## src/rtl/bqf_hist_mem.sv

```systemverilog
`timescale 1ns / 1ps
// Per-channel history memory: one write port, one registered read port.
// No dependencies.
module bqf_hist_mem #(
    parameter int DEPTH  = 8,
    parameter int IDX_W  = 3,
    parameter int DATA_W = 96
) (
    input  logic              aclk,
    input  logic              wr_en,
    input  logic [IDX_W-1:0]  wr_idx,
    input  logic [DATA_W-1:0] wr_data,
    input  logic              rd_en,
    input  logic [IDX_W-1:0]  rd_idx,
    output logic [DATA_W-1:0] rd_data
);

    logic [DATA_W-1:0] hist_ram [DEPTH];
    logic [DATA_W-1:0] rd_data_reg;

    always_ff @(posedge aclk) begin
        if (wr_en) begin
            hist_ram[wr_idx] <= wr_data;
        end
    end

    always_ff @(posedge aclk) begin
        if (rd_en) begin
            rd_data_reg <= hist_ram[rd_idx];
        end
    end

    assign rd_data = rd_data_reg;

endmodule

```

## config.mk

```make
export PLATFORM = sky130hd
export DESIGN_NAME = bqf_hist_mem
export DESIGN_NICKNAME = d
export VERILOG_FILES = /design/src/rtl/bqf_hist_mem.sv
export SDC_FILE = /design/constraint.sdc
export NUM_CORES = 1
export LEC_CHECK = 0
export BUFFER_PORTS_ARGS = -buffer_cell sky130_fd_sc_hd__buf_4
export CAP_MARGIN = 20
export CORE_ASPECT_RATIO = 1.25
export CORE_MARGIN = 1.5
export CORE_UTILIZATION = 52
export DETAILED_ROUTE_END_ITERATION = 12
export PLACE_DENSITY = 0.74
export SYNTH_ARGS = -nofsm -noshare
export SYNTH_HDL_FRONTEND = slang
export SYNTH_SLANG_ARGS = --single-unit
```

## constraint.sdc

```tcl
create_clock -name aclk -period 9.93 [get_ports aclk]
set_input_delay 0 -clock aclk [delete_from_list [all_inputs] [get_ports aclk]]
set_output_delay 0 -clock aclk [all_outputs]
set_load 0.01 [all_outputs]
```

# Yosys cells after proc, flatten, opt, wreduce, memory -nomap -nowiden
# Memories as Yosys holds them, arrays and structs flattened. A register that Yosys moved wholly into a read port is not among the register bits.
# Cells that the tools add are included.
dict set report classes {
  mux 2
}
# operator count
set ops {}
lappend ops {{1-bit 2-to-1 mux} 2}
dict set report word_totals {
  reg_bits 0
  ram_bits 768
  input_bits 105
  elab_cells 3
  memories 1
}
# name depth width rd rd_ports_with_merged_regs write_ports line
set mem_list {}
lappend mem_list {hist_ram 8 96 1 1 1 18} ;# logic [DATA_W-1:0] hist_ram [DEPTH];

# Longest topological paths before layout
dict set report logic_depth {
  ltp_word 2
  depth_mapped 5
}

# Worst setup path before layout
# Ideal clock, no wire load.
dict set report synth_path {
  kind {input-to-reg}
  startpoint {in wr_idx[2]}
  endpoint {mem hist_ram[0][0], enable pin}
  setup_time_ns 0.670
  t_arrival_ns 6.674
  required_ns 9.260
  path_slack_ns 2.586
  stages 2
  path_buffers 0
  cell_sequence {nand2b_1 > nor3_1}
}
# item line
set synth_rtl {}
lappend synth_rtl {{start: declaration} 11} ;# input logic [IDX_W-1:0] wr_idx,
lappend synth_rtl {{end: declaration} 18}
# Straight into the memory's write port.

==> results.sh <==
export IMPL_clock_sinks=864
export IMPL_rows=101
export IMPL_slew_headroom_pct=28.1
export IMPL_fp_coreArea_um2=60500
export IMPL_crit_cells=4
export IMPL_gp_routability_congestion=0.703
export IMPL_fin_crit_sh_pct=22.0
export IMPL_grt_util_met1_pct=29.4
export IMPL_synth_area_per_cell_um2=26.1
export IMPL_clkLatencyLatePin_ns=0.61
export IMPL_synth_distinct_cells=11
export IMPL_p_total_mw=7.70
export IMPL_final_setup_skew_ns=0.0218
export IMPL_final_util_pct=62.3
export IMPL_wirelength_um=62600
export IMPL_final_common_cell="edfxtp_1"
export IMPL_synth_xor_xnor_area_share_pct=0
export IMPL_cts_resized_gates=0
export IMPL_drive_above_1_share_pct=39.0
export IMPL_worstHoldPathCells=3
export IMPL_grt_pass1_wl_um=93500
export IMPL_tightest_slew_ns=1.08
export IMPL_final_cell_mix="edfxtp_1 (864), buf_4 (218), mux4_2 (192)"
export IMPL_cts_buffer_depth=3
export IMPL_grt_pass1_vias=14800
export IMPL_hp_class="primary input to flop"
export IMPL_synth_seq_area_share_pct=81.7
export IMPL_hold_buffers=96
export IMPL_setup_viol=0
export IMPL_fin_crit_ns=2.18
export IMPL_power_density_nw_per_um2=204
export IMPL_slowest_delay_ns=0.66
export IMPL_die_area_um2=62600
export IMPL_die_h_um=279
export IMPL_dp_hpwl_um=31300
export IMPL_crit_arrival_ns=2.54
export IMPL_rsz0062_at_grt="false"
export IMPL_remaining_drc_errors=0
export IMPL_start_kind="primary input"
export IMPL_drt_antenna_violating_nets=0
export IMPL_synth_compound_area_share_pct=0
export IMPL_vdd_ir_drop_max_uv=132
export IMPL_syn_nets=1324
export IMPL_syn_cell_area_um2=31800
export IMPL_io_buffers=200
export IMPL_drv_cap=0
export IMPL_path_clk_slew_ns=0.06
export IMPL_num_vias=14000
export IMPL_path_delay_family="buffers and inverters"
export IMPL_nNetsFinal=1668
export IMPL_r2r_cells=2
export IMPL_initial_core_util_pct=52.5
export IMPL_htree_levels=3
export IMPL_yosys_area_share_simple_pct=0.185
export IMPL_critical_path_buf_inv_count=2
export IMPL_synthCells=1219
export IMPL_busiest_layer="met2"
export IMPL_synthAdderAreaFrac_pct=0
export IMPL_routedWlPerCell_um=26.1
export IMPL_ios=201
export IMPL_ys_warn_count=0
export IMPL_run_status="completed"
export IMPL_antenna_found_initial=4
export IMPL_largest_reg_flops=768
export IMPL_cts_setup_buffers=0
export IMPL_critPathRequiredTime_ns=10.29
export IMPL_overflow=0
export IMPL_setup_tns_ns=0
export IMPL_grt_util_met3_pct=3.09
export IMPL_cts_tree="built"
export IMPL_drtIter0Drc=1402
export IMPL_path_class="primary input to flop"
export IMPL_fmax_mhz=459
export IMPL_crit_path_top_delay_cell="buf_8"
export IMPL_synthMuxAreaShare_pct=17.0
export IMPL_cp_cell_sequence="buf_8 > buf_12 > mux4_2 > mux2_2"
export IMPL_ys_ff_latch=864
export IMPL_cts_root_buf="clkbuf_16"
export IMPL_detail_route_first_pass_iterations=5
export IMPL_report_final_slew_viol_count=0
export IMPL_cts_made_buffers=79
export IMPL_grt_use_met2_pct=33.0
export IMPL_endpoint_kind="flop"
export IMPL_areaGrowthSynthToFinish_pct=18.6
export IMPL_finalHoldViolations=0
export IMPL_grt_max_degree=111
export IMPL_via_per_inst=5.84
export IMPL_worst_hold_slack_ns=0.0564
export IMPL_grt_usage_pct=20.4
export IMPL_p_leak_nw=12.3
export IMPL_synth_top_family_by_area="multiplexers"
export IMPL_critical_path_peak_fanout=110
export IMPL_die_x_um=224
-- cell families after synthesis --
kind of cell / count (synthesis)
buffers and inverters: 54
DFF: 864
muxes: 288
and+or+nand+nor: 13
-- worst register-to-register path: cells and delay by family, from the launching register on --
kind	cells	cell delay [ns]
multiplexers	2	0.77
flip-flops	1	0.39
-- routing by layer --
metal  vias up  wire [µm]
met5         -         20
met2       442      31300
met1      7529      26700
met3        83       3470
li1       5938          -
met4         4       1140
-- area by class of cell --
type | count | area [µm²]
sequential | 864 | 25900
fill | 3953 | 22800
multi-input combinational | 301 | 5520
timing repair buffer | 317 | 2650
clock buffer | 91 | 2110
tap | 772 | 966
clock inverter | 51 | 503
antenna | 2 | 5.00
-- synthesized netlist by cell type, drive strengths merged --
cell type  count  share of area [%]
buf           34               0.89
nand2b         3              0.059
nand2          2              0.024
nor2           6              0.071
edfxtp       864                 82
mux2          96                3.4
clkbuf        20               0.24
mux4         192                 14
nor3           2              0.032
-- stage by stage --
| stage | instances | cell area (µm²) | worst slack, ns |
|---|---|---|---|
| 3_5_place_dp | 2158 | 34100 | 7.06 |
| 3_3_place_gp | 2158 | 34100 | 7.08 |
| 6_report | 2398 | 37700 | 7.75 |
| 2_1_floorplan | 1219 | 31800 | 2.59 |
| 4_1_cts | 2396 | 37700 | 7.71 |
| 5_1_grt | 2398 | 37700 | 7.54 |
-- worst paths after layout --
| kind | from | end | slack [ns] |
|---|---|---|---|
| setup / recovery | rd_idx[0] | rd_data[74] | 7.75 |
| hold / removal | wr_idx[1] | hist_ram[6][77] | 0.06 |
| hold reg to reg | hist_ram[5][9] | rd_data[9] | 0.75 |
| setup reg to reg | hist_ram[5][56] | rd_data[56] | 8.52 |
-- report_power, final --
group	switching, mW	total [mW]	internal (mW)
Sequential	0.0411	4.21	4.17
Clock	1.28	3.05	1.76
Combinational	0.218	0.445	0.226
Total	1.54	7.70	6.16
(Power assumes the default switching activity.)
